--- src/rtl/srpd_pkg.sv ---
// Shared constants, codes and types of the source route packet deframer.
`default_nettype none
package srpd_pkg;

    // Largest path or payload length in bytes.
    localparam int MAX_PACKET = 64;
    // Bytes allowed after the start byte before the packet is cut off.
    localparam int BYTE_LIMIT = 2 * MAX_PACKET + 3;

    // Saturating counters must hold one past their limit.
    localparam int BC_W = $clog2(BYTE_LIMIT + 2);
    localparam int PC_W = $clog2(MAX_PACKET + 2);

    // Queue between the front and back parts.
    localparam int Q_DEPTH = 4;
    localparam int Q_PTR_W = $clog2(Q_DEPTH);
    localparam int Q_CNT_W = $clog2(Q_DEPTH + 1);

    // Configuration register indexes.
    localparam logic [2:0] CFG_START   = 3'd0;
    localparam logic [2:0] CFG_DIVIDER = 3'd1;
    localparam logic [2:0] CFG_END     = 3'd2;
    localparam logic [2:0] CFG_ESCAPE  = 3'd3;
    localparam logic [2:0] CFG_POINTER = 3'd4;
    localparam logic [2:0] CFG_OWN_ID  = 3'd5;

    // Kind of an output word.
    typedef enum logic [1:0] {
        KIND_PATH    = 2'd0,
        KIND_PAYLOAD = 2'd1,
        KIND_STATUS  = 2'd2
    } t_kind;

    // Routing status given at the end of a packet.
    typedef enum logic [1:0] {
        ST_FORWARD  = 2'd0,
        ST_HERE     = 2'd1,
        ST_NOPTR    = 2'd2,
        ST_OVERFLOW = 2'd3
    } t_status;

    // One queue entry: one output word, or two path words for a rewritten pointer.
    typedef struct packed {
        logic [7:0] data;
        t_kind      kind;
        t_status    status;
        logic [7:0] hop;
        logic       pair;
        logic [7:0] second;
    } t_entry;

    // Write side of the queue.
    typedef struct packed {
        logic   valid;
        t_entry entry;
    } t_push;

    // Read side of the queue.
    typedef struct packed {
        logic   valid;
        t_entry entry;
    } t_head;

endpackage
`default_nettype wire

--- src/rtl/srpd_if.sv ---
// Valid/ready channel interfaces for input bytes and output words.
`default_nettype none
interface srpd_in_if;
    logic       valid;
    logic       ready;
    logic [7:0] rx_byte;

    modport source (output valid, output rx_byte, input ready);
    modport sink (input valid, input rx_byte, output ready);
endinterface

interface srpd_out_if;
    logic       valid;
    logic       ready;
    logic [7:0] data_byte;
    logic [1:0] item_kind;
    logic [1:0] route_status;
    logic [7:0] next_hop;
    logic       last_of_run;

    modport source (output valid, output data_byte, output item_kind, output route_status,
                    output next_hop, output last_of_run, input ready);
    modport sink (input valid, input data_byte, input item_kind, input route_status,
                  input next_hop, input last_of_run, output ready);
endinterface
`default_nettype wire

--- src/rtl/srpd_front.sv ---
// Front part: framing state machine, path rewriting and status classification.
`default_nettype none
module srpd_front (
    input  wire              i_clk,
    input  wire              i_rst_n,
    input  wire              i_cfg_we,
    input  wire  [2:0]       i_cfg_idx,
    input  wire  [7:0]       i_cfg_data,
    input  wire              i_valid,
    input  wire  [7:0]       i_rx_byte,
    input  wire              i_full,
    output logic             o_ready,
    output srpd_pkg::t_push  o_push
);

    typedef enum logic [3:0] {
        PH_HUNT    = 4'b0001,
        PH_PATH    = 4'b0010,
        PH_PAYLOAD = 4'b0100,
        PH_ESCAPE  = 4'b1000
    } t_phase;

    // Configuration registers.
    logic [7:0] r_start, r_divider, r_end, r_escape, r_pointer, r_own_id;

    // Packet state.
    t_phase                   r_phase, n_phase;
    logic [srpd_pkg::BC_W-1:0] r_bc, n_bc;
    logic [srpd_pkg::PC_W-1:0] r_pc, n_pc;
    logic [srpd_pkg::PC_W-1:0] r_yc, n_yc;
    logic                     r_pending, n_pending;
    logic                     r_found, n_found;
    logic                     r_captured, n_captured;
    logic [7:0]               r_hop, n_hop;

    logic accept;

    assign o_ready = !i_full;
    assign accept  = i_valid && o_ready;

    // Configuration writes; indexes past the list are ignored.
    always_ff @(posedge i_clk) begin
        if (!i_rst_n) begin
            r_start   <= 8'd123;
            r_divider <= 8'd124;
            r_end     <= 8'd125;
            r_escape  <= 8'd92;
            r_pointer <= 8'd94;
            r_own_id  <= 8'd48;
        end else if (i_cfg_we) begin
            case (i_cfg_idx)
                srpd_pkg::CFG_START:   r_start   <= i_cfg_data;
                srpd_pkg::CFG_DIVIDER: r_divider <= i_cfg_data;
                srpd_pkg::CFG_END:     r_end     <= i_cfg_data;
                srpd_pkg::CFG_ESCAPE:  r_escape  <= i_cfg_data;
                srpd_pkg::CFG_POINTER: r_pointer <= i_cfg_data;
                srpd_pkg::CFG_OWN_ID:  r_own_id  <= i_cfg_data;
                default: ;
            endcase
        end
    end

    // Next state and queue entry for the accepted byte.
    always_comb begin
        logic [srpd_pkg::BC_W-1:0] bc_inc;
        logic [srpd_pkg::PC_W-1:0] pc_inc;
        logic [srpd_pkg::PC_W-1:0] yc_inc;
        logic                      give_st;
        logic                      store_payload;
        srpd_pkg::t_status         st;

        n_phase    = r_phase;
        n_bc       = r_bc;
        n_pc       = r_pc;
        n_yc       = r_yc;
        n_pending  = r_pending;
        n_found    = r_found;
        n_captured = r_captured;
        n_hop      = r_hop;

        give_st       = 1'b0;
        store_payload = 1'b0;
        st            = srpd_pkg::ST_OVERFLOW;

        bc_inc = (r_bc <= srpd_pkg::BC_W'(srpd_pkg::BYTE_LIMIT)) ? r_bc + 1'b1 : r_bc;
        pc_inc = (r_pc <= srpd_pkg::PC_W'(srpd_pkg::MAX_PACKET)) ? r_pc + 1'b1 : r_pc;
        yc_inc = (r_yc <= srpd_pkg::PC_W'(srpd_pkg::MAX_PACKET)) ? r_yc + 1'b1 : r_yc;

        o_push.valid        = 1'b0;
        o_push.entry.data   = i_rx_byte;
        o_push.entry.kind   = srpd_pkg::KIND_PATH;
        o_push.entry.status = srpd_pkg::ST_FORWARD;
        o_push.entry.hop    = 8'd0;
        o_push.entry.pair   = 1'b0;
        o_push.entry.second = r_pointer;

        if (accept) begin
            if (r_phase == PH_HUNT) begin
                // Drop bytes until the start byte opens a packet.
                if (i_rx_byte == r_start) begin
                    n_phase = PH_PATH;
                end
            end else begin
                n_bc = bc_inc;
                if (bc_inc > srpd_pkg::BC_W'(srpd_pkg::BYTE_LIMIT)) begin
                    give_st = 1'b1;
                end else begin
                    case (r_phase)
                        PH_PATH: begin
                            if (i_rx_byte == r_divider) begin
                                // A pointer held at the divider leaves unchanged.
                                if (r_pending) begin
                                    o_push.valid      = 1'b1;
                                    o_push.entry.data = r_pointer;
                                    n_pending         = 1'b0;
                                end
                                n_phase = PH_PAYLOAD;
                            end else begin
                                n_pc = pc_inc;
                                if (pc_inc > srpd_pkg::PC_W'(srpd_pkg::MAX_PACKET)) begin
                                    give_st = 1'b1;
                                end else if (r_pending) begin
                                    // Byte after the pointer is the next hop.
                                    n_hop             = i_rx_byte;
                                    n_captured        = 1'b1;
                                    n_pending         = 1'b0;
                                    o_push.valid      = 1'b1;
                                    o_push.entry.data = r_own_id;
                                    o_push.entry.pair = 1'b1;
                                end else if (i_rx_byte == r_pointer && !r_found) begin
                                    n_found   = 1'b1;
                                    n_pending = 1'b1;
                                end else begin
                                    o_push.valid = 1'b1;
                                end
                            end
                        end
                        PH_PAYLOAD: begin
                            if (i_rx_byte == r_end) begin
                                give_st = 1'b1;
                                if (!r_found) begin
                                    st = srpd_pkg::ST_NOPTR;
                                end else if (r_captured) begin
                                    st = srpd_pkg::ST_FORWARD;
                                end else begin
                                    st = srpd_pkg::ST_HERE;
                                end
                            end else if (i_rx_byte == r_escape) begin
                                n_phase = PH_ESCAPE;
                            end else begin
                                store_payload = 1'b1;
                            end
                        end
                        PH_ESCAPE: begin
                            n_phase       = PH_PAYLOAD;
                            store_payload = 1'b1;
                        end
                        default: ;
                    endcase
                end
            end

            // Payload bytes are counted and passed on.
            if (store_payload) begin
                n_yc = yc_inc;
                if (yc_inc > srpd_pkg::PC_W'(srpd_pkg::MAX_PACKET)) begin
                    give_st = 1'b1;
                end else begin
                    o_push.valid      = 1'b1;
                    o_push.entry.kind = srpd_pkg::KIND_PAYLOAD;
                end
            end

            // Any status closes the packet and returns to hunting.
            if (give_st) begin
                o_push.valid        = 1'b1;
                o_push.entry.data   = 8'd0;
                o_push.entry.kind   = srpd_pkg::KIND_STATUS;
                o_push.entry.status = st;
                o_push.entry.hop    = (st == srpd_pkg::ST_FORWARD) ? r_hop : 8'd0;
                o_push.entry.pair   = 1'b0;
            end

            if (give_st || (r_phase == PH_HUNT && i_rx_byte == r_start)) begin
                n_phase    = give_st ? PH_HUNT : PH_PATH;
                n_bc       = '0;
                n_pc       = '0;
                n_yc       = '0;
                n_pending  = 1'b0;
                n_found    = 1'b0;
                n_captured = 1'b0;
                n_hop      = 8'd0;
            end
        end
    end

    // State registers.
    always_ff @(posedge i_clk) begin
        if (!i_rst_n) begin
            r_phase    <= PH_HUNT;
            r_bc       <= '0;
            r_pc       <= '0;
            r_yc       <= '0;
            r_pending  <= 1'b0;
            r_found    <= 1'b0;
            r_captured <= 1'b0;
            r_hop      <= 8'd0;
        end else begin
            r_phase    <= n_phase;
            r_bc       <= n_bc;
            r_pc       <= n_pc;
            r_yc       <= n_yc;
            r_pending  <= n_pending;
            r_found    <= n_found;
            r_captured <= n_captured;
            r_hop      <= n_hop;
        end
    end

endmodule
`default_nettype wire

--- src/rtl/srpd_queue.sv ---
// Short FIFO of classified entries between the front and back parts.
`default_nettype none
module srpd_queue (
    input  wire              i_clk,
    input  wire              i_rst_n,
    input  srpd_pkg::t_push  i_push,
    input  wire              i_pop,
    output logic             o_full,
    output srpd_pkg::t_head  o_head
);

    srpd_pkg::t_entry r_mem [srpd_pkg::Q_DEPTH];

    logic [srpd_pkg::Q_PTR_W-1:0] r_wr_ptr, n_wr_ptr;
    logic [srpd_pkg::Q_PTR_W-1:0] r_rd_ptr, n_rd_ptr;
    logic [srpd_pkg::Q_CNT_W-1:0] r_count, n_count;

    logic do_push, do_pop;

    assign o_full       = (r_count == srpd_pkg::Q_CNT_W'(srpd_pkg::Q_DEPTH));
    assign o_head.valid = (r_count != '0);
    assign o_head.entry = r_mem[r_rd_ptr];

    assign do_push = i_push.valid && !o_full;
    assign do_pop  = i_pop && o_head.valid;

    // Pointer and fill count updates.
    always_comb begin
        n_wr_ptr = r_wr_ptr;
        n_rd_ptr = r_rd_ptr;
        n_count  = r_count;
        if (do_push) begin
            n_wr_ptr = (r_wr_ptr == srpd_pkg::Q_PTR_W'(srpd_pkg::Q_DEPTH - 1)) ?
                       '0 : r_wr_ptr + 1'b1;
        end
        if (do_pop) begin
            n_rd_ptr = (r_rd_ptr == srpd_pkg::Q_PTR_W'(srpd_pkg::Q_DEPTH - 1)) ?
                       '0 : r_rd_ptr + 1'b1;
        end
        if (do_push && !do_pop) begin
            n_count = r_count + 1'b1;
        end else if (do_pop && !do_push) begin
            n_count = r_count - 1'b1;
        end
    end

    // Entry storage.
    always_ff @(posedge i_clk) begin
        if (do_push) begin
            r_mem[r_wr_ptr] <= i_push.entry;
        end
    end

    always_ff @(posedge i_clk) begin
        if (!i_rst_n) begin
            r_wr_ptr <= '0;
            r_rd_ptr <= '0;
            r_count  <= '0;
        end else begin
            r_wr_ptr <= n_wr_ptr;
            r_rd_ptr <= n_rd_ptr;
            r_count  <= n_count;
        end
    end

endmodule
`default_nettype wire

--- src/rtl/srpd_back.sv ---
// Back part: turns queue entries into output words, splitting pointer pairs.
`default_nettype none
module srpd_back (
    input  wire              i_clk,
    input  wire              i_rst_n,
    input  srpd_pkg::t_head  i_head,
    input  wire              i_ready,
    output logic             o_pop,
    output logic             o_valid,
    output logic [7:0]       o_data_byte,
    output logic [1:0]       o_item_kind,
    output logic [1:0]       o_route_status,
    output logic [7:0]       o_next_hop,
    output logic             o_last_of_run
);

    // Set while the second word of a pair is on the port.
    logic r_half, n_half;
    logic take;

    assign take    = i_head.valid && i_ready;
    assign o_valid = i_head.valid;
    assign o_pop   = take && (!i_head.entry.pair || r_half);

    // Word selection: the second word of a pair is a plain path byte.
    always_comb begin
        if (r_half) begin
            o_data_byte    = i_head.entry.second;
            o_item_kind    = 2'(srpd_pkg::KIND_PATH);
            o_route_status = 2'(srpd_pkg::ST_FORWARD);
            o_next_hop     = 8'd0;
        end else begin
            o_data_byte    = i_head.entry.data;
            o_item_kind    = 2'(i_head.entry.kind);
            o_route_status = 2'(i_head.entry.status);
            o_next_hop     = i_head.entry.hop;
        end
        o_last_of_run = !i_head.entry.pair || r_half;
        n_half        = take ? (i_head.entry.pair && !r_half) : r_half;
    end

    always_ff @(posedge i_clk) begin
        if (!i_rst_n) begin
            r_half <= 1'b0;
        end else begin
            r_half <= n_half;
        end
    end

endmodule
`default_nettype wire

--- src/rtl/source_route_packet_deframer.sv ---
// Top level of the source route packet deframer.
// The deframer accepts one received byte per clock cycle while its queue is not full,
// and emits path, payload and end-of-packet status words on its output channel. Most
// bytes cause zero or one output word; the byte after the first pointer causes two
// (own id, then the pointer), which leave the output port as two separate words. A
// four-entry queue between the framing logic and the output stage absorbs those pairs
// and lets either side stall on its own, so input throughput stays at one byte per
// cycle while the output keeps up. Each output word is registered in the queue before
// it reaches the output port. Configuration registers are written through a plain
// write port and take effect on the next byte; no clearing pass is needed after reset.
`default_nettype none
module source_route_packet_deframer (
    input  wire        i_clk,
    input  wire        i_rst_n,
    input  wire        i_cfg_we,
    input  wire  [2:0] i_cfg_idx,
    input  wire  [7:0] i_cfg_data,
    srpd_in_if.sink    i_in,
    srpd_out_if.source o_out
);

    srpd_pkg::t_push push;
    srpd_pkg::t_head head;
    logic            full;
    logic            pop;

    srpd_front u_front (
        .i_clk      (i_clk),
        .i_rst_n    (i_rst_n),
        .i_cfg_we   (i_cfg_we),
        .i_cfg_idx  (i_cfg_idx),
        .i_cfg_data (i_cfg_data),
        .i_valid    (i_in.valid),
        .i_rx_byte  (i_in.rx_byte),
        .i_full     (full),
        .o_ready    (i_in.ready),
        .o_push     (push)
    );

    srpd_queue u_queue (
        .i_clk   (i_clk),
        .i_rst_n (i_rst_n),
        .i_push  (push),
        .i_pop   (pop),
        .o_full  (full),
        .o_head  (head)
    );

    srpd_back u_back (
        .i_clk          (i_clk),
        .i_rst_n        (i_rst_n),
        .i_head         (head),
        .i_ready        (o_out.ready),
        .o_pop          (pop),
        .o_valid        (o_out.valid),
        .o_data_byte    (o_out.data_byte),
        .o_item_kind    (o_out.item_kind),
        .o_route_status (o_out.route_status),
        .o_next_hop     (o_out.next_hop),
        .o_last_of_run  (o_out.last_of_run)
    );

endmodule
`default_nettype wire

--- src/flat_wrapper.sv ---
// flat-port wrapper written by rule: the top's interface ports become plain ports
module source_route_packet_deframer_flat 
  (i_clk, i_rst_n, i_cfg_we, i_cfg_idx, i_cfg_data, i_in_valid, i_in_rx_byte, i_in_ready, o_out_valid, o_out_data_byte, o_out_item_kind, o_out_route_status, o_out_next_hop, o_out_last_of_run, o_out_ready);
  srpd_in_if i_in_i ();
  srpd_out_if o_out_i ();
  input  wire i_clk;
  input  wire i_rst_n;
  input  wire i_cfg_we;
  input  wire  [2:0] i_cfg_idx;
  input  wire  [7:0] i_cfg_data;
  input wire logic [$bits(i_in_i.valid)-1:0] i_in_valid;
  input wire logic [$bits(i_in_i.rx_byte)-1:0] i_in_rx_byte;
  output wire logic [$bits(i_in_i.ready)-1:0] i_in_ready;
  output wire logic [$bits(o_out_i.valid)-1:0] o_out_valid;
  output wire logic [$bits(o_out_i.data_byte)-1:0] o_out_data_byte;
  output wire logic [$bits(o_out_i.item_kind)-1:0] o_out_item_kind;
  output wire logic [$bits(o_out_i.route_status)-1:0] o_out_route_status;
  output wire logic [$bits(o_out_i.next_hop)-1:0] o_out_next_hop;
  output wire logic [$bits(o_out_i.last_of_run)-1:0] o_out_last_of_run;
  input wire logic [$bits(o_out_i.ready)-1:0] o_out_ready;
  assign i_in_i.valid = i_in_valid;
  assign i_in_i.rx_byte = i_in_rx_byte;
  assign i_in_ready = i_in_i.ready;
  assign o_out_valid = o_out_i.valid;
  assign o_out_data_byte = o_out_i.data_byte;
  assign o_out_item_kind = o_out_i.item_kind;
  assign o_out_route_status = o_out_i.route_status;
  assign o_out_next_hop = o_out_i.next_hop;
  assign o_out_last_of_run = o_out_i.last_of_run;
  assign o_out_i.ready = o_out_ready;
  source_route_packet_deframer u_core (.i_clk(i_clk), .i_rst_n(i_rst_n), .i_cfg_we(i_cfg_we), .i_cfg_idx(i_cfg_idx), .i_cfg_data(i_cfg_data), .i_in(i_in_i), .o_out(o_out_i));
endmodule
--- config.mk ---
export PLATFORM = sky130hd
export DESIGN_NAME = source_route_packet_deframer_flat
export DESIGN_NICKNAME = d
export VERILOG_FILES = /design/src/rtl/srpd_pkg.sv /design/src/rtl/srpd_if.sv /design/src/rtl/srpd_front.sv /design/src/rtl/srpd_queue.sv /design/src/rtl/srpd_back.sv /design/src/rtl/source_route_packet_deframer.sv /design/src/flat_wrapper.sv
export SDC_FILE = /design/constraint.sdc
export NUM_CORES = 1
export LEC_CHECK = 0
export ABC_AREA = 1
export BUFFER_PORTS_ARGS = -buffer_cell sky130_fd_sc_hd__buf_4
export CAP_MARGIN = 20
export CORE_MARGIN = 3
export CORE_UTILIZATION = 40
export DETAILED_ROUTE_END_ITERATION = 8
export PLACE_DENSITY = 0.53
export SLEW_MARGIN = 20
export SYNTH_ARGS = -nofsm -noshare
export SYNTH_HDL_FRONTEND = slang
export SYNTH_SLANG_ARGS = --single-unit
--- constraint.sdc ---
create_clock -name i_clk -period 4.3 [get_ports i_clk]
set_input_delay 0.645 -clock i_clk [delete_from_list [all_inputs] [get_ports i_clk]]
set_output_delay 0.645 -clock i_clk [all_outputs]
set_load 0.02 [all_outputs]
==> flow_summary.ini, run 1 <==
[placed_design]
dp_cells = 1528
place.port_buffers = 46
gp_congestion = 0.902
dp_hpwl_mm = 17.0

[route]
drt_first_iter_violations = 534
num_vias = 7995
wire_per_inst_um = 16.5
ant_nets = 0
viasPerCell = 5.08
drt_first_pass_iters = 5
drt-total-wl_mm = 25.9
drc = 0

[clock_network]
cts.repair.resized = 0
cts_buffers = 25
cts_root_buf = clkbuf_16
cts_buffer_depth = 3
cts_hold_buf = 0
worstSkewPairLatency_ns = 0.52
clk_pin_slew_ns = 0.06
h-tree-depth = 1
cts_tree = yes
postCtsSetupRepairBufs = 0
cts.sinks = 211

[global_route]
grt_pass1_wl_mm = 41.2
grt_pass1_vias = 7485
grt_use_total_pct = 19.2
grt_max_degree = 65
overflow = 0
antenna_found_initial = 0

[worst_setup_path]
arrival_ns = 3.94
path_common_cell = nand2_1
reg2reg_slack_ns = 0.76
cp-endpoint = u_core.u_queue.r_count[2]$_SDFFE_PN0P_
critPathBufInv = 5
cpMaxStageDelayCell = dfxtp_1
required_ns = 4.70
worstSetupEndpointType = register
startpoint_type = register
max_stage_delay_ns = 0.44
reg2reg_from = u_core.u_front.r_yc[0]$_SDFFE_PN0P_
cp.depth = 26
startpoint = u_core.u_front.r_yc[0]$_SDFFE_PN0P_
critPathTopFamily = simple AND/OR/NAND/NOR gates
worstPathMaxFanout = 13
worstReg2RegEnd = u_core.u_queue.r_count[2]$_SDFFE_PN0P_
reg2regPathDepth = 26
critPathKind = register to register

[synth]
yosys_warnings = 0
ys_ff_latch = 211
netlist_area_um2 = 10100
synth_nets = 1229
synth_top_cell_by_area = edfxtp_1
netlist_instances = 1193
yosysSeqAreaShare_pct = 53.6
ys_types = 43
postSynthAreaPerCell_um2 = 8.43
synth.area.top_cells = edfxtp_1 35%, dfxtp_1 19%, nand2_1 8.7%
synth_top_area_share_pct = 34.7

[status]
status = complete, no violations

[floorplanning]
coreArea_um2 = 24500
num_rows = 57
die_w_um = 165
start_util_pct = 41.0
ios = 47
dieArea_um2 = 27100
die_y_um = 165

[layout]
area_growth_pct = 15.4
diodes = 0
nFillCells = 2427
nets = 1267
final_util_pct = 47.3
mostFrequentLayoutCell = nand2_1
multiInputGateArea_um2 = 4080
seqCellArea_um2 = 5390
layout-drive-gt1-share_pct = 11.8
layoutNonFillerInstCount = 1574
mostFrequentLayoutCells = 233 x nand2_1, 216 x nor2_1, 116 x edfxtp_1, 102 x o21ai_0, 94 x dfxtp_1

[power]
vdd.ir_drop.worst_uv = 271
p_per_area_nw_per_um2 = 541
p_leak_uw = 0.00465

[min_path]
hold_path.class = input port to register

[timing]
fmax_mhz = 283
fin_tns_setup_ns = 0
finalSetupViolations = 0
rsz0062_at_grt = no
worst-slew-pin-transition_ns = 0.974
slew_headroom_pct = 34.7
slew_viol_final = 0
hold_viol = 0
finClkSkew_ns = 0.0207
fin_crit_sh_pct = 82.3
final.min_clock_period_ns = 3.54

[run]
drv_cap = 0
-- tightest hold or removal path, stage by stage --
cell and delay (ns):
buf_4 0.13, nand2_1 0.06, nand3_1 0.07
-- how the worst min path moves through the flow --
stage / from / endpoint / slack, ns / depth (start not counted)
finish: i_cfg_data[4] / u_core.u_front.r_escape[4]$_SDFFE_PN1P_ / 0.40 / 3
global route: i_cfg_data[4] / u_core.u_front.r_start[4]$_SDFFE_PN1P_ / 0.40 / 3
CTS: i_cfg_data[4] / u_core.u_front.r_escape[4]$_SDFFE_PN1P_ / 0.38 / 3
detailed placement: u_core.u_front.r_hop[4]$_SDFFE_PN0P_ / u_core.u_front.r_hop[4]$_SDFFE_PN0P_ / 0.45 / 2
global placement: u_core.u_front.r_own_id[5]$_SDFFE_PN1P_ / u_core.u_front.r_own_id[5]$_SDFFE_PN1P_ / 0.45 / 2
floorplan: u_core.u_front.r_own_id[5]$_SDFFE_PN1P_ / u_core.u_front.r_own_id[5]$_SDFFE_PN1P_ / 0.43 / 2
-- metal layers --
| metal | vias to the layer above | routed length, um | GRT usage (%) |
|---|---|---|---|
| met5 | - | 0 | 0 |
| met4 | 0 | 442 | 4.12 |
| met3 | 40 | 1230 | 2.41 |
| met2 | 184 | 11800 | 30.5 |
| met1 | 3691 | 12400 | 28.1 |
| li1 | 4080 | - | - |
-- cells by family after synthesis --
kind of cell / Yosys count / synth area share [%]
buf+inv: 149 / 5.91
xor+xnor: 25 / 2.18
compound gates: 207 / 11.2
flops: 211 / 53.6
fa+ha+maj: 12 / 1.57
simple gates: 589 / 25.5
-- registers in the layout, summed over array words and instances, names as in the netlist, 2 cells and up, named ones only --
register	flops
u_core.u_queue.r_mem	116
u_core.u_front.r_bc	8
u_core.u_front.r_divider	8
u_core.u_front.r_end	8
u_core.u_front.r_escape	8
u_core.u_front.r_hop	8
u_core.u_front.r_own_id	8
u_core.u_front.r_pointer	8
u_core.u_front.r_start	8
u_core.u_front.r_pc	7
u_core.u_front.r_yc	7
u_core.u_front.r_phase	4
u_core.u_queue.r_count	3
u_core.u_queue.r_rd_ptr	2
u_core.u_queue.r_wr_ptr	2
-- metrics by stage --
step                      hold slack (ns)  power [uW]  area (um2)  worst slack (ns)
after detailed placement            0.453        4100       10700             0.529
after CTS                           0.379        6350       11600             0.778
after global placement              0.454        4100       10700             0.620
final                               0.401        6270       11600             0.761
after global routing                0.402        6640       11600             0.332
after floorplan                     0.429        3510       10100             0.539
-- synth_stat cells, drive strengths merged --
cell,instances
o211ai,7
ha,11
xor2,9
o2111ai,1
o21bai,1
nand2,248
a31oi,9
nand4,29
a41oi,1
dfxtp,95
nor2,225
inv,99
o22ai,16
nor3,5
and2,1
or2,9
clkbuf,34
clkinv,3
a21oi,60
fa,1
o211a,1
edfxtp,116
a211oi,1
o31ai,2
nor3b,8
o32ai,6
nand3,60
xnor2,16
buf,13
nand3b,2
nor4,2
o21ai,102
-- where the power goes --
part / leakage, uW / internal (uW) / switching, uW
Combinational: 0.00242 / 567 / 1130
Sequential: 0.00180 / 2240 / 108
Clock: 0.000432 / 1410 / 821
-- cell type report --
class,count,area share (%)
clock buffer,38,6.59
clock inverter,8,1.10
inverter,102,3.30
multi-input combinational,833,35.2
sequential,211,46.4
tap,324,3.50
timing repair buffer,58,3.86
Power figures use the tool's default switching activity.
==> inputs of run 2 (changes only) <==
- clock period: 4.3 -> 3.3 ns (I/O delays scaled with it)
==> run 2 against run 1 <==
Compared with the run above: first-iteration DRC count grew 1.5%; clock power is 13% higher; via count up 1.5%; die area unchanged; final cell count rose by 2.2%; sequential power up 29%; clock-buffer cell count decreased by 7; largest cell class unchanged.
==> flow_summary.ini, run 2 (synthesis gave the netlist of run 1 again) <==
[power]
vdd.ir_drop.worst_uv = 340
p_seq_share_pct = 38.4
p_switching_uw = 2680
switching_share_pct = 34.0
cellInternalPower_uw = 5200
p_per_area_nw_per_um2 = 667
p_leak_uw = 0.00479
p_comb_share_pct = 29.5
p_clk_share_pct = 32.0

[worst_setup_path]
required_ns = 3.71
critPathKind = register to register
arrival_ns = 3.44
worstSetupEndpointType = register
startpoint_type = register
worstPathMaxFanout = 3

[layout]
area_growth_pct = 17.5
nFillCells = 2408
final_util_pct = 48.1
largest_reg_flops = 116
seqCellArea_um2 = 5390
nets = 1304
mostFrequentLayoutCells = 232 x nand2_1, 214 x nor2_1, 116 x edfxtp_1, 100 x o21ai_0, 92 x buf_4
regMostFlops = u_core.u_queue.r_mem
mostFrequentLayoutCell = nand2_1
multiInputGateArea_um2 = 4100
layout-drive-gt1-share_pct = 14.6
diodes = 0

[timing]
fmax_mhz = 330
final.min_clock_period_ns = 3.03
finalSetupViolations = 0
slew_headroom_pct = 36.2
fin_crit_sh_pct = 91.8
hold_viol = 0
finClkSkew_ns = 0.0101
worst-slew-pin-transition_ns = 0.952
fin_tns_setup_ns = 0
hold_slack_ns = 0.255
rsz0062_at_grt = no
slew_viol_final = 0

[clock_network]
postCtsSetupRepairBufs = 0
clk_pin_slew_ns = 0.06
cts_root_buf = clkbuf_16
cts_buffer_depth = 3
cts_buffers = 24
h-tree-depth = 1
cts_tree = yes
worstSkewPairLatency_ns = 0.52
cts_hold_buf = 0
cts.sinks = 211

[route]
viasPerCell = 5.04
drt_first_pass_iters = 5
drt_first_iter_violations = 542
num_vias = 8115
drc = 0
wire_per_inst_um = 15.7
drt-total-wl_mm = 25.3
ant_nets = 0

[floorplanning]
die_y_um = 165
coreArea_um2 = 24500
start_util_pct = 41.0
num_rows = 57
dieArea_um2 = 27100
ios = 47
die_w_um = 165

[global_route]
grt_pass1_vias = 7519
grt_pass1_wl_mm = 40.6
overflow = 0
grt_use_total_pct = 18.8
antenna_found_initial = 0
grt_max_degree = 64

[placed_design]
place.port_buffers = 46
dp_hpwl_mm = 17.0
gp_congestion = 0.830

[run]
drv_cap = 0

[status]
status = complete, no violations

[min_path]
hold_path.class = input port to register
==> run 2: layout make-up <==
type	count	area share, %
sequential	211	45.7
multi-input combinational	833	34.7
timing repair buffer	96	6.53
clock buffer	31	5.56
tap	324	3.43
inverter	102	3.26
clock inverter	12	0.805
==> run 2: worst paths after layout <==
| kind | start | end | slack (ns) | cells past startpoint |
|---|---|---|---|---|
| max | u_core.u_front.r_yc[0]$_SDFFE_PN0P_ | u_core.u_queue.r_count[2]$_SDFFE_PN0P_ | 0.27 | 26 |
| min | i_cfg_data[3] | u_core.u_front.r_escape[3]$_SDFFE_PN1P_ | 0.26 | 3 |
| max reg2reg | u_core.u_front.r_yc[0]$_SDFFE_PN0P_ | u_core.u_queue.r_count[2]$_SDFFE_PN0P_ | 0.27 | 26 |
| min reg2reg | u_core.u_front.r_own_id[4]$_SDFFE_PN1P_ | u_core.u_front.r_own_id[4]$_SDFFE_PN1P_ | 0.46 | 2 |
==> run 2: critical path, stage by stage, from the launching register on <==
cell     delay [ns]
dfxtp_1        0.31
inv_1          0.09
ha_1           0.15
inv_1          0.04
nor2_1         0.07
nand3_1        0.10
buf_4          0.16
nand3_1        0.08
nand2_1        0.07
nand2_1        0.05
inv_1          0.03
nand2_1        0.07
nor2_1         0.05
nor2_2         0.17
nand3_2        0.09
nand2_1        0.09
nand2_1        0.09
inv_2          0.08
nand2_2        0.05
nand2_2        0.08
ha_1           0.14
inv_1          0.07
fa_1           0.38
a21oi_1        0.14
o21ai_1        0.09
o21ai_1        0.12
a21oi_1        0.05
==> run 2: per-layer routing <==
metal / up-vias / part of all wire [%] / global-route usage, % / wire [um]
met1: 3765 / 48 / 26.8 / 12200
met3: 29 / 4.5 / 2.53 / 1150
met4: 0 / 1.8 / 4.12 / 458
li1: 4151 / - / - / -
met2: 170 / 45 / 30.8 / 11500
met5: - / 0 / 0 / 0
==> run 2: timing repair <==
item	in CTS	in global routing
hold endpoints to repair	0	0
resized for setup	0	11
endpoints found under the setup margin	0	2
==> run 2: stage by stage <==
step           std cells  total power [uW]  worst slack (ns)  area [um2]
6_report            1609              7880             0.271       11800
5_1_grt             1609              8320           0.00397       11800
4_1_cts             1609              7960             0.198       11800
3_5_place_dp        1566              5420           -0.0352       11000
3_3_place_gp        1566              5400            0.0435       11000
2_1_floorplan       1193              4570            -0.311       10100
==> run 2: power groups by stage <==
stage	combinational [uW]	clock, uW	sequential, uW
after floorplan	1530	0	3050
after global placement	2330	0	3080
after detailed placement	2340	0	3080
after CTS	2350	2590	3020
after global routing	2580	2690	3050
final	2330	2520	3030
==> inputs of run 3 (changes only) <==
- REMOVE_ABC_BUFFERS: default -> 1
- SYNTH_HIERARCHICAL: default -> 1
==> run 3 against run 2 <==
Compared with the run above: total power fell by 18%; wire length rose by 1.8%; clock skew rose by 0.0024 ns; via count up 0.49%; first-iteration DRC count grew 14%; critical path type unchanged; critical endpoint is now u_core/u_queue/r_count[2]$_SDFFE_PN0P_; largest cell class unchanged.
==> flow_summary.ini, run 3 <==
[worst_setup_path]
critPathKind = register to register
critPathBufInv = 5
worstPathMaxFanout = 5
path_common_cell = inv_1
critPathTopFamily = simple AND/OR/NAND/NOR gates
reg2reg_from = u_core/u_front/r_pc[0]$_SDFFE_PN0P_
reg2regPathDepth = 22
max_stage_delay_ns = 0.38
required_ns = 3.72
arrival_ns = 3.44
worstReg2RegEnd = u_core/u_queue/r_count[2]$_SDFFE_PN0P_
path_cells = inv_1 -> ha_1 -> nand3_4 -> nand2_4 -> nand2_1 -> nand3_1 -> nor2_2 -> a21boi_1 -> nand2_1 -> o2111ai_2 -> a31oi_4 -> nand2_2 -> inv_1 -> ha_1 -> inv_1 -> fa_1 -> inv_1 -> nand2_1 -> nand3_1 -> nand2_1 -> inv_1 -> nor2_1
worstSetupEndpointType = register
cp.depth = 22
reg2reg_slack_ns = 0.28
cpMaxStageDelayCell = fa_1
startpoint_type = register

[synth]
synth_top_area_share_pct = 33.6
ys_async_sr_fraction_pct = 0
netlist_instances = 1182
synth_top_cell_by_area = edfxtp_1
yosysMostFrequentCell = nand2_1
synth_flop_cell = edfxtp_1
postSynthAreaPerCell_um2 = 8.76
synth_common_cells = 249 x nand2_1, 145 x nor2_1, 116 x edfxtp_1
synth.area.top_cells = edfxtp_1 34%, dfxtp_1 18%, nand2_1 9.0%
ys_ff_latch = 211
yosys_warnings = 6
ys_types = 46
netlist_area_um2 = 10400
synth_edf_count = 116
yosysSeqAreaShare_pct = 52.0

[timing]
slew_viol_final = 0
fmax_mhz = 331
final.min_clock_period_ns = 3.02
worst-slew-pin-transition_ns = 0.784
slew_headroom_pct = 47.6
finalSetupViolations = 0
finClkSkew_ns = 0.0125
hold_viol = 0
fin_crit_sh_pct = 91.6
hold_slack_ns = 0.257
fin_tns_setup_ns = 0

[power]
p_leak_uw = 0.00492
finalPower_uw = 6460
p_per_area_nw_per_um2 = 525
vdd.ir_drop.worst_uv = 310

[clock_network]
h-tree-depth = 1
worstSkewPairLatency_ns = 0.52
cts_tree = yes
clk_pin_slew_ns = 0.06
cts_buffer_depth = 3
cts_root_buf = clkbuf_16
cts.sinks = 211
cts_buffers = 25

[placed_design]
dp_cells = 1573
gp_congestion = 0.832
place.port_buffers = 46
dp_hpwl_mm = 17.7

[min_path]
whs_endpoint = u_core/u_front/r_start[5]$_SDFFE_PN1P_
hold_path_startpoint = i_cfg_data[5]
worst_hold_path.num_cells = 3
hold_path.class = input port to register

[global_route]
grt_pass1_vias = 8075
grt_use_total_pct = 18.7
overflow = 0
grt_pass1_wl_mm = 42.7
antenna_found_initial = 0
grt_max_degree = 47

[layout]
diodes = 0
layoutNonFillerInstCount = 1620
largest_reg_flops = 116
nFillCells = 2437
area_growth_pct = 18.8
regMostFlops = u_core/u_queue/r_mem
mostFrequentLayoutCells = 248 x nand2_1, 140 x nor2_1, 116 x edfxtp_1, 106 x buf_4, 94 x inv_1
layout-drive-gt1-share_pct = 20.0
final_util_pct = 48.6
nets = 1308
mostFrequentLayoutCell = nand2_1

[route]
num_vias = 8155
drt-total-wl_mm = 25.8
viasPerCell = 5.03
wire_per_inst_um = 15.9
drt_first_iter_violations = 618
drc = 0
ant_nets = 0
drt_first_pass_iters = 5

[floorplanning]
ios = 47
dieArea_um2 = 27900
die_y_um = 167
coreArea_um2 = 25300
start_util_pct = 40.9
die_w_um = 167
num_rows = 58

[status]
status = complete, no violations

[run]
drv_cap = 0
[run 3: cell count changes after synthesis, moves of 9 or more]
cell      delta
nand3_1     +13
o22ai_2     +20
o21ai_0     -22
nor2_4      +19
buf_2       +19
xnor2_1     -10
xor2_1       +9
clkbuf_1    -21
o21ai_1     +16
nor2_1      -75
nand2_1     +16
o211ai_1     +9
nor2_2      +13
[run 3: layout make-up]
| class | count | area [um2] | area share, % |
|---|---|---|---|
| repair buffers | 111 | 896 | 7.28 |
| flip-flops and latches | 211 | 5390 | 43.8 |
| clock inverters | 14 | 156 | 1.27 |
| well taps | 330 | 413 | 3.36 |
| clock buffers | 31 | 679 | 5.52 |
| inverters | 110 | 414 | 3.37 |
| multi-input cells | 813 | 4350 | 35.4 |
[run 3: repair_timing]
item                       in CTS  in global routing
resized for setup               2                 16
setup endpoints to repair       1                 31
hold buffers                    0                  0
pin swaps                       0                  3
setup buffers                   0                  2
[run 3: power by group]
group          switching [uW]  internal [uW]
Combinational             510            293
Sequential               51.7           2830
Clock                    1070           1700
[run 3: how the worst max path moves through the flow]
stage / start / end / slack [ns]
6_report: u_core/u_front/r_pc[0]$_SDFFE_PN0P_ / u_core/u_queue/r_count[2]$_SDFFE_PN0P_ / 0.28
5_1_grt: u_core/u_front/r_bc[3]$_SDFFE_PN0P_ / u_core/u_queue/r_count[2]$_SDFFE_PN0P_ / -0.01
4_1_cts: u_core/u_front/r_bc[2]$_SDFFE_PN0P_ / u_core/u_queue/r_count[2]$_SDFFE_PN0P_ / 0.13
3_5_place_dp: u_core/u_front/r_yc[1]$_SDFFE_PN0P_ / u_core/u_queue/r_count[2]$_SDFFE_PN0P_ / -0.03
3_3_place_gp: u_core/u_front/r_yc[1]$_SDFFE_PN0P_ / u_core/u_queue/r_count[2]$_SDFFE_PN0P_ / 0.02
2_1_floorplan: register / u_core/u_queue/r_count[1]$_SDFFE_PN0P_ / -0.41
[run 3: worst reg2reg max path: stages (launching register included)]
cell and delay, ns:
dfxtp_1 0.35, inv_1 0.08, ha_1 0.24, nand3_4 0.13, nand2_4 0.08, nand2_1 0.10
nand3_1 0.09, nor2_2 0.13, a21boi_1 0.12, nand2_1 0.10, o2111ai_2 0.15, a31oi_4 0.28
nand2_2 0.08, inv_1 0.06, ha_1 0.16, inv_1 0.07, fa_1 0.38, inv_1 0.07
nand2_1 0.06, nand3_1 0.08, nand2_1 0.05, inv_1 0.04, nor2_1 0.03
[run 3: kinds of logic after synthesis]
kind of cell	share of synthesized area, %
AO/OA/AOI/OAI	13.2
XOR/XNOR	2.03
adder cells (fa/ha/maj)	1.52
buffers and inverters	6.66
flip-flops	52.0
AND/OR/NAND/NOR	24.6
[run 3: metrics by stage]
stage | setup WS (ns) | area, um2
2_1_floorplan | -0.411 | 10100
3_3_place_gp | 0.0208 | 11400
3_5_place_dp | -0.0311 | 11400
4_1_cts | 0.126 | 12200
5_1_grt | -0.0139 | 12300
6_report | 0.277 | 12300
[run 3: per-layer routing]
layer | track usage [%] | vias up | share of wire (%)
li1 | - | 4166 | -
met1 | 26.3 | 3780 | 47
met2 | 30.8 | 173 | 46
met3 | 2.30 | 36 | 5.1
met4 | 4.63 | 0 | 1.9
met5 | 0 | - | 0
